## src/design/nfcs_pkg.sv

```systemverilog
// ----------------------------------------------------------------------------
// nfcs_pkg
// types, codes and microcode table of the nor flash command sequencer
// ----------------------------------------------------------------------------
package nfcs_pkg;

	// request codes
	typedef enum logic [2:0] {
		REQ_READ    = 3'd0,
		REQ_PROGRAM = 3'd1,
		REQ_SECTOR  = 3'd2,
		REQ_CHIP    = 3'd3,
		REQ_ID      = 3'd4
	} req_t;

	// bus cycle kinds
	typedef enum logic [1:0] {
		KIND_WRITE = 2'd0,
		KIND_READ  = 2'd1,
		KIND_POLL  = 2'd2
	} kind_t;

	// low address source
	typedef enum logic [2:0] {
		ASEL_5555,
		ASEL_2AAA,
		ASEL_ADDR,
		ASEL_SADDR,
		ASEL_ZERO,
		ASEL_IDSEL
	} asel_t;

	// data source
	typedef enum logic [3:0] {
		DSEL_AA,
		DSEL_55,
		DSEL_CMD,
		DSEL_WBYTE,
		DSEL_30,
		DSEL_FF,
		DSEL_10,
		DSEL_F0,
		DSEL_ZERO
	} dsel_t;

	// sequencing of the step counter
	typedef enum logic [1:0] {
		JMP_SEQ,
		JMP_DISPATCH,
		JMP_CHIP_BR,
		JMP_END
	} jmp_t;

	typedef logic [3:0] upc_t;

	typedef struct packed {
		kind_t kind;
		asel_t asel;
		dsel_t dsel;
		jmp_t  jmp;
	} ucode_t;

	// jedec unlock addresses and command bytes
	localparam logic [15:0] ADDR_5555 = 16'h5555;
	localparam logic [15:0] ADDR_2AAA = 16'h2aaa;
	localparam logic [7:0]  CMD_AA    = 8'haa;
	localparam logic [7:0]  CMD_55    = 8'h55;
	localparam logic [7:0]  CMD_PROG  = 8'ha0;
	localparam logic [7:0]  CMD_ERASE = 8'h80;
	localparam logic [7:0]  CMD_SECT  = 8'h30;
	localparam logic [7:0]  CMD_CHIP  = 8'h10;
	localparam logic [7:0]  CMD_ID    = 8'h90;
	localparam logic [7:0]  CMD_RESET = 8'hf0;
	localparam logic [7:0]  ERASED    = 8'hff;

	// entry points of the microcode
	localparam upc_t UPC_UNLOCK    = 4'd0;
	localparam upc_t UPC_PROG      = 4'd3;
	localparam upc_t UPC_ERASE     = 4'd5;
	localparam upc_t UPC_SECT      = 4'd7;
	localparam upc_t UPC_CHIP      = 4'd9;
	localparam upc_t UPC_ID        = 4'd11;
	localparam upc_t UPC_READ      = 4'd13;

	// microcode table
	function automatic ucode_t ucode_rom(input upc_t pc);
		ucode_t w;
		unique case (pc)
			// common unlock, command byte picked per request
			4'd0:  w = '{KIND_WRITE, ASEL_5555,  DSEL_AA,    JMP_SEQ};
			4'd1:  w = '{KIND_WRITE, ASEL_2AAA,  DSEL_55,    JMP_SEQ};
			4'd2:  w = '{KIND_WRITE, ASEL_5555,  DSEL_CMD,   JMP_DISPATCH};
			// byte program
			4'd3:  w = '{KIND_WRITE, ASEL_ADDR,  DSEL_WBYTE, JMP_SEQ};
			4'd4:  w = '{KIND_POLL,  ASEL_ADDR,  DSEL_WBYTE, JMP_END};
			// second unlock of both erases
			4'd5:  w = '{KIND_WRITE, ASEL_5555,  DSEL_AA,    JMP_SEQ};
			4'd6:  w = '{KIND_WRITE, ASEL_2AAA,  DSEL_55,    JMP_CHIP_BR};
			// sector erase tail
			4'd7:  w = '{KIND_WRITE, ASEL_SADDR, DSEL_30,    JMP_SEQ};
			4'd8:  w = '{KIND_POLL,  ASEL_SADDR, DSEL_FF,    JMP_END};
			// chip erase tail
			4'd9:  w = '{KIND_WRITE, ASEL_5555,  DSEL_10,    JMP_SEQ};
			4'd10: w = '{KIND_POLL,  ASEL_ZERO,  DSEL_FF,    JMP_END};
			// read id tail
			4'd11: w = '{KIND_READ,  ASEL_IDSEL, DSEL_ZERO,  JMP_SEQ};
			4'd12: w = '{KIND_WRITE, ASEL_IDSEL, DSEL_F0,    JMP_END};
			// plain read
			4'd13: w = '{KIND_READ,  ASEL_ADDR,  DSEL_ZERO,  JMP_END};
			default: w = '{KIND_READ, ASEL_ZERO, DSEL_ZERO,  JMP_END};
		endcase
		return w;
	endfunction

endpackage

```

## src/design/nor_flash_command_sequencer_unit.sv

```systemverilog
// ----------------------------------------------------------------------------
// nor_flash_command_sequencer_unit
// turns one flash command into the bus cycles of a jedec parallel nor flash
// ----------------------------------------------------------------------------
// channel  dir  handshake          payload
// in       in   in_valid/in_stall  req_type byte_address write_byte
//                                  sector_number id_select
// out      out  out_valid/out_stall cycle_kind low_addr high_addr bus_data last
//
// a command is accepted first and then stepped through its bus cycles: read
// is one read, the others start with the unlock; unknown requests emit none.
// while no stalled result waits, the microcode step counter emits one bus
// cycle per clock into the output register; in_stall is high while a command
// is in progress. out_stall holds the step counter and the output register.
// reset clears the busy flag and output valid; no clearing pass.
// ----------------------------------------------------------------------------
module nor_flash_command_sequencer_unit #(
	parameter int SECTOR_SHIFT = 12
) (
	input  logic        clk,
	input  logic        arst_n,
	input  logic        in_valid,
	output logic        in_stall,
	input  logic [2:0]  req_type,
	input  logic [18:0] byte_address,
	input  logic [7:0]  write_byte,
	input  logic [6:0]  sector_number,
	input  logic        id_select,
	output logic        out_valid,
	input  logic        out_stall,
	output logic [1:0]  cycle_kind,
	output logic [15:0] low_addr,
	output logic [2:0]  high_addr,
	output logic [7:0]  bus_data,
	output logic        last
);
	import nfcs_pkg::*;

	logic        busy_q;
	upc_t        pc_q;
	req_t        req_q;
	logic [15:0] addr_q;
	logic [7:0]  wbyte_q;
	logic [15:0] saddr_q;
	logic        id_q;
	logic [2:0]  high_q;
	logic [7:0]  cmd_q;
	logic        out_valid_q;
	logic [1:0]  kind_q;
	logic [15:0] low_q;
	logic [2:0]  hi_out_q;
	logic [7:0]  data_q;
	logic        last_q;

	logic        accept;
	logic        step;
	logic        req_ok;
	logic [18:0] sector_addr;
	logic [7:0]  cmd_d;
	logic [2:0]  high_d;
	upc_t        entry_d;
	ucode_t      uw;
	upc_t        pc_next;
	logic [15:0] low_d;
	logic [7:0]  data_d;

	assign accept = in_valid && !in_stall;
	assign step   = busy_q && (!out_valid_q || !out_stall);
	assign in_stall = busy_q;

	// sector base address, bits above a18 dropped
	assign sector_addr = 19'({12'd0, sector_number} << SECTOR_SHIFT);

	// per-command setup decode
	always_comb begin
		req_ok  = 1'b1;
		cmd_d   = 8'd0;
		high_d  = 3'd0;
		entry_d = UPC_UNLOCK;
		unique case (req_type)
			REQ_READ: begin
				high_d  = byte_address[18:16];
				entry_d = UPC_READ;
			end
			REQ_PROGRAM: begin
				high_d = byte_address[18:16];
				cmd_d  = CMD_PROG;
			end
			REQ_SECTOR: begin
				high_d = sector_addr[18:16];
				cmd_d  = CMD_ERASE;
			end
			REQ_CHIP: begin
				cmd_d = CMD_ERASE;
			end
			REQ_ID: begin
				cmd_d = CMD_ID;
			end
			default: begin
				req_ok = 1'b0;
			end
		endcase
	end

	// latch the command transaction
	always_ff @(posedge clk) begin
		if (accept) begin
			req_q   <= req_t'(req_type);
			addr_q  <= byte_address[15:0];
			wbyte_q <= write_byte;
			saddr_q <= sector_addr[15:0];
			id_q    <= id_select;
			high_q  <= high_d;
			cmd_q   <= cmd_d;
		end
	end

	// microcode fetch and next step
	always_comb begin
		uw = ucode_rom(pc_q);
		pc_next = pc_q + 4'd1;
		unique case (uw.jmp)
			JMP_SEQ: pc_next = pc_q + 4'd1;
			JMP_DISPATCH: begin
				unique case (req_q)
					REQ_PROGRAM: pc_next = UPC_PROG;
					REQ_ID:      pc_next = UPC_ID;
					default:     pc_next = UPC_ERASE;
				endcase
			end
			JMP_CHIP_BR: pc_next = (req_q == REQ_CHIP) ? UPC_CHIP : UPC_SECT;
			JMP_END:     pc_next = pc_q;
			default:     pc_next = pc_q;
		endcase
	end

	// datapath selection
	always_comb begin
		unique case (uw.asel)
			ASEL_5555:  low_d = ADDR_5555;
			ASEL_2AAA:  low_d = ADDR_2AAA;
			ASEL_ADDR:  low_d = addr_q;
			ASEL_SADDR: low_d = saddr_q;
			ASEL_IDSEL: low_d = {15'd0, id_q};
			default:    low_d = 16'd0;
		endcase
		unique case (uw.dsel)
			DSEL_AA:    data_d = CMD_AA;
			DSEL_55:    data_d = CMD_55;
			DSEL_CMD:   data_d = cmd_q;
			DSEL_WBYTE: data_d = wbyte_q;
			DSEL_30:    data_d = CMD_SECT;
			DSEL_FF:    data_d = ERASED;
			DSEL_10:    data_d = CMD_CHIP;
			DSEL_F0:    data_d = CMD_RESET;
			default:    data_d = 8'd0;
		endcase
	end

	// sequencer control
	always_ff @(posedge clk or negedge arst_n) begin
		if (!arst_n) begin
			busy_q      <= 1'b0;
			pc_q        <= UPC_UNLOCK;
			out_valid_q <= 1'b0;
		end else begin
			if (accept) begin
				busy_q <= req_ok;
				pc_q   <= entry_d;
			end else if (step) begin
				pc_q <= pc_next;
				if (uw.jmp == JMP_END) begin
					busy_q <= 1'b0;
				end
			end
			if (step) begin
				out_valid_q <= 1'b1;
			end else if (!out_stall) begin
				out_valid_q <= 1'b0;
			end
		end
	end

	// output register
	always_ff @(posedge clk) begin
		if (step) begin
			kind_q   <= uw.kind;
			low_q    <= low_d;
			hi_out_q <= high_q;
			data_q   <= data_d;
			last_q   <= (uw.jmp == JMP_END);
		end
	end

	assign out_valid  = out_valid_q;
	assign cycle_kind = kind_q;
	assign low_addr   = low_q;
	assign high_addr  = hi_out_q;
	assign bus_data   = data_q;
	assign last       = last_q;

endmodule

```

## config.mk

```make
export PLATFORM = sky130hd
export DESIGN_NAME = nor_flash_command_sequencer_unit
export DESIGN_NICKNAME = d
export VERILOG_FILES = /design/src/design/nfcs_pkg.sv /design/src/design/nor_flash_command_sequencer_unit.sv
export SDC_FILE = /design/constraint.sdc
export NUM_CORES = 1
export LEC_CHECK = 0
export ABC_CLOCK_PERIOD_IN_PS = 2800
export BUFFER_PORTS_ARGS = -buffer_cell sky130_fd_sc_hd__buf_2
export CAP_MARGIN = 20
export CORE_MARGIN = 2
export CORE_UTILIZATION = 45
export DETAILED_ROUTE_END_ITERATION = 10
export GPL_TIMING_DRIVEN = 0
export PLACE_DENSITY = 0.66
export SKIP_CTS_REPAIR_TIMING = 1
export SYNTH_ARGS = -nofsm -noshare
export SYNTH_HDL_FRONTEND = slang
export SYNTH_SLANG_ARGS = --single-unit
```

## constraint.sdc

```tcl
create_clock -name clk -period 2.8 [get_ports clk]
set_clock_uncertainty 0.05 [all_clocks]
set_input_delay 0.28 -clock clk [delete_from_list [all_inputs] [get_ports clk]]
set_output_delay 0.28 -clock clk [all_outputs]
set_load 0.02 [all_outputs]
```

==> run_results.csv <==
group,metric,value,unit
die,row_count,31,
hold_path,hold-path-endpoint,"saddr_q[15]$_DFFE_PP_",
placed_design,gp_congestion,0.8610,
synth,async_flop_share,8.108,%
finish,layout.cells.non_filler,426,
grt,grt_pass1_vias,2124,
synth,synthFlopType,"edfxtp_1",
synth,synth-simple-area-share,9.926,%
synth,netlist.top_cell.by_area,"edfxtp_1",
clock_tree,cts_tree,"done",
power,p_leak,1.674,nW
synth,synth_warnings,0,
finish,final_net_count,374,
finish,drive_gt1_share,35.47,%
status,outcome,"finished, final reports clean",
power,finalPower,0.005124,W
critical_path,reg2reg_to,"pc_q[3]$_DFFE_PN0P_",
finish,antennaDiodeCount,0,
detailed_routing,antenna_left,0,
detailed_routing,routed_wl,6431,um
power,p_int,0.003133,W
critical_path,arrival,2.77,ns
finish,fill_cells,609,
sta,setup_viol,0,
detailed_routing,post_drt_wl_per_cell,15.10,um
sta,fmax,0.3815,GHz
synth,synthTopCellsByArea,"edfxtp_1, dfrtp_1, ha_1",
clock_tree,insertion_delay,0.35,ns
die,dieWidth,90.65,um
placed_design,port_buffers,73,
finish,seqCellArea,2193,um2
synth,synthesis.area,3378,um2
sta,period_share,93.61,%
critical_path,reg2reg_slack,0.18,ns
grt,use_met1,19.98,%
placed_design,dp_cells,410,
die,initial_core_util,46.58,%
sta,hold_viol,0,
hold_path,hp-start,"sector_number[3]",
synth,synth_top_family_by_area,"compound AO/OA/AOI/OAI gates",
sta,relSlewSlack,41.88,%
grt,grt_most_used_layer,"met2",
power,irDropWorstVdd,0.0004578,V
critical_path,reg2reg_depth,9,
sta,rsz0062_at_grt,"false",
sta,layout_min_cycle_time,2.621,ns
die,die_area,8217,um2
detailed_routing,drc_errors,0,
clock_tree,root_buffer,"clkbuf_8",
sta,finalSetupTns,0,ns
critical_path,end_kind,"register",
die,die_y,90.65,um
critical_path,crit_required,2.95,ns
critical_path,worstSetupPathType,"reg2reg",
detailed_routing,vias,2169,
clock_tree,clk_pin_slew_worst_paths,0.08,ns
synth,synth_compound_area_share,15.15,%
synth,ys_ff_latch,74,
power,p_per_area,1247,nW/um2
critical_path,path_max_fanout,9,
clock_tree,cts.sinks,74,
grt,grt.met3_usage,5.259,%
synth,yosysMostFrequentCell,"edfxtp_1",
sta,holdWs,0.04757,ns
synth,synth_common_cells,"edfxtp_1, a21oi_1, a21o_1",
grt,grt_pass1_wl,10460,um
grt,grt_max_degree,43,
synth,synthXorXnorAreaFrac,0.2593,%
clock_tree,cts_buffers,9,
power,p_clk_share,15.8,%
critical_path,reg2reg_from,"pc_q[1]$_DFFE_PN0P_",
placed_design,dp_hpwl,4494,um
sta,tightest_slew,0.8705,ns
detailed_routing,viasPerCell,5.092,
die,io_pins,74,
detailed_routing,drtIter0Drc,135,
grt,grt_antenna_before_repair,0,
synth,synth_top_area_share,60.44,%
power,p_seq_share,35.0,%
clock_tree,clockBufferDepth,2,
power,combPwrFrac,49.2,%
finish,multi_input_area,1106,um2
hold_path,holdPathStages,1,
detailed_routing,dr.pass1.iters,4,
synth,synth_nets,289,
power,swShare,38.85,%
synth,syn_inst,237,
synth,synth.distinct_cells,54,
synth,syn_area_per_cell,14.25,um2
job,cap_violations,0,
synth,ys_seq_area_share,64.89,%
hold_path,hold_class,"in2reg",
synth,muxShareOfSynthArea,3.519,%
finish,syn_to_final_growth,21.63,%
grt,grt.total_usage,16.71,%
clock_tree,htreeDepth,3,
sta,slew_viol_final,0,
power,power_switching,0.001991,W
grt,gr-total-overflow,0,
grt,use_met2,28.11,%
die,core_area,7253,um2
critical_path,cp-start-kind,"register",
synth,synth_edf_count,68,
synth,synthAdderAreaFrac,3.704,%
## power by group through the flow
stage               Combinational (W)  Sequential [W]  Clock (W)
detailed placement            0.00251         0.00182          0
global placement              0.00243         0.00181          0
floorplan                     0.00157         0.00211          0
CTS                           0.00252         0.00180   0.000826
global route                  0.00278         0.00183   0.000881
finish                        0.00252         0.00179   0.000808
## cell usage in the layout, fill, tap and decap left out, types with 2 or more instances in the layout
| cell type | netlist | layout |
|---|---|---|
| buf_2 | 3 | 76 |
| and4b_1 | 2 | 2 |
| ha_1 | 10 | 10 |
| a221o_1 | 3 | 3 |
| mux2i_1 | 4 | 4 |
| o211ai_1 | 4 | 4 |
| clkbuf_8 | 0 | 9 |
| a31oi_1 | 3 | 3 |
| a311oi_1 | 3 | 3 |
| inv_1 | 11 | 10 |
| a21boi_0 | 2 | 2 |
| clkinv_4 | 0 | 2 |
| mux4_2 | 3 | 3 |
| o21ai_0 | 7 | 7 |
| a211o_1 | 2 | 2 |
| or2_2 | 3 | 3 |
| clkbuf_1 | 5 | 3 |
| dfrtp_1 | 6 | 5 |
| o211a_1 | 2 | 2 |
| nor2_1 | 11 | 11 |
| and2_1 | 2 | 2 |
| edfxtp_1 | 68 | 68 |
| clkinvlp_4 | 0 | 2 |
| nand2_1 | 10 | 10 |
| o31a_1 | 4 | 4 |
| nand3_1 | 3 | 3 |
| o31ai_1 | 2 | 2 |
| a21o_1 | 12 | 12 |
| inv_2 | 1 | 2 |
| nor4bb_1 | 2 | 2 |
| a211oi_1 | 2 | 2 |
| a21oi_1 | 13 | 12 |
| nor2b_1 | 9 | 8 |
| nor3_4 | 2 | 2 |
## stage by stage
| step | util (%) | instance area, um2 | setup WS (ns) |
|---|---|---|---|
| floorplan | - | 3378 | 0.3290 |
| global placement | 53.32 | 3867 | -0.06947 |
| detailed placement | 53.70 | 3895 | -0.1043 |
| CTS | 56.39 | 4090 | -0.1215 |
| global route | 56.65 | 4109 | 0.03553 |
| finish | 56.65 | 4109 | 0.1790 |
## critical path, cell delays in order (launching register included)
cell	delay, ns
dfrtp_1	0.42
clkbuf_4	0.20
inv_1	0.14
ha_1	0.21
nor2b_2	0.07
o31a_1	0.30
ha_1	0.41
or3_1	0.40
a21boi_0	0.18
o31ai_1	0.08
## state kept, by name, summed over array words and instances, names as in the netlist
register and cells:
addr_q 16, bus_data 8, cmd_q 3, cycle_kind 2, high_addr 3, high_q 3, id_q 1, in_stall 1
last 1, low_addr 16, out_valid 1, pc_q 4, req_q 3, saddr_q 4, wbyte_q 8
## area by class of cell
type	instances	area share, %
sequential	74	53.38
clock buffer	10	3.106
clock inverter	6	1.644
inverter	12	1.096
buffer	8	1.035
multi-input combinational	142	26.92
timing repair buffer	75	9.805
tap	99	3.015
## per-layer routing
layer | part of all wire, % | up-vias | routed length, um
met2 | 51 | 56 | 3275
met5 | 0 | - | 0
li1 | - | 1092 | -
met1 | 44 | 1019 | 2839
met4 | 0.65 | 0 | 42
met3 | 4.2 | 2 | 273
## cell families after synthesis
family                   count (synthesis)
XOR/XNOR                                 1
flip-flops                              74
multiplexers                             8
AO/OA/AOI/OAI                           69
AND/OR/NAND/NOR                         54
adder cells (fa/ha/maj)                 10
buffers and inverters                   21
## worst max-delay path by stage
| stage | startpoint | endpoint | slack, ns | depth (start not counted) |
|---|---|---|---|---|
| CTS | pc_q[1]$_DFFE_PN0P_ | pc_q[3]$_DFFE_PN0P_ | -0.12 | 10 |
| finish | pc_q[1]$_DFFE_PN0P_ | pc_q[3]$_DFFE_PN0P_ | 0.18 | 9 |
| global placement | pc_q[1]$_DFFE_PN0P_ | pc_q[3]$_DFFE_PN0P_ | -0.07 | 10 |
| detailed placement | pc_q[1]$_DFFE_PN0P_ | pc_q[3]$_DFFE_PN0P_ | -0.10 | 10 |
| floorplan | pc_q[1]$_DFFE_PN0P_ | pc_q[3]$_DFFE_PN0P_ | 0.33 | 10 |
| global route | pc_q[1]$_DFFE_PN0P_ | pc_q[3]$_DFFE_PN0P_ | 0.04 | 9 |
No activity file was read; power rests on OpenSTA's default activity.
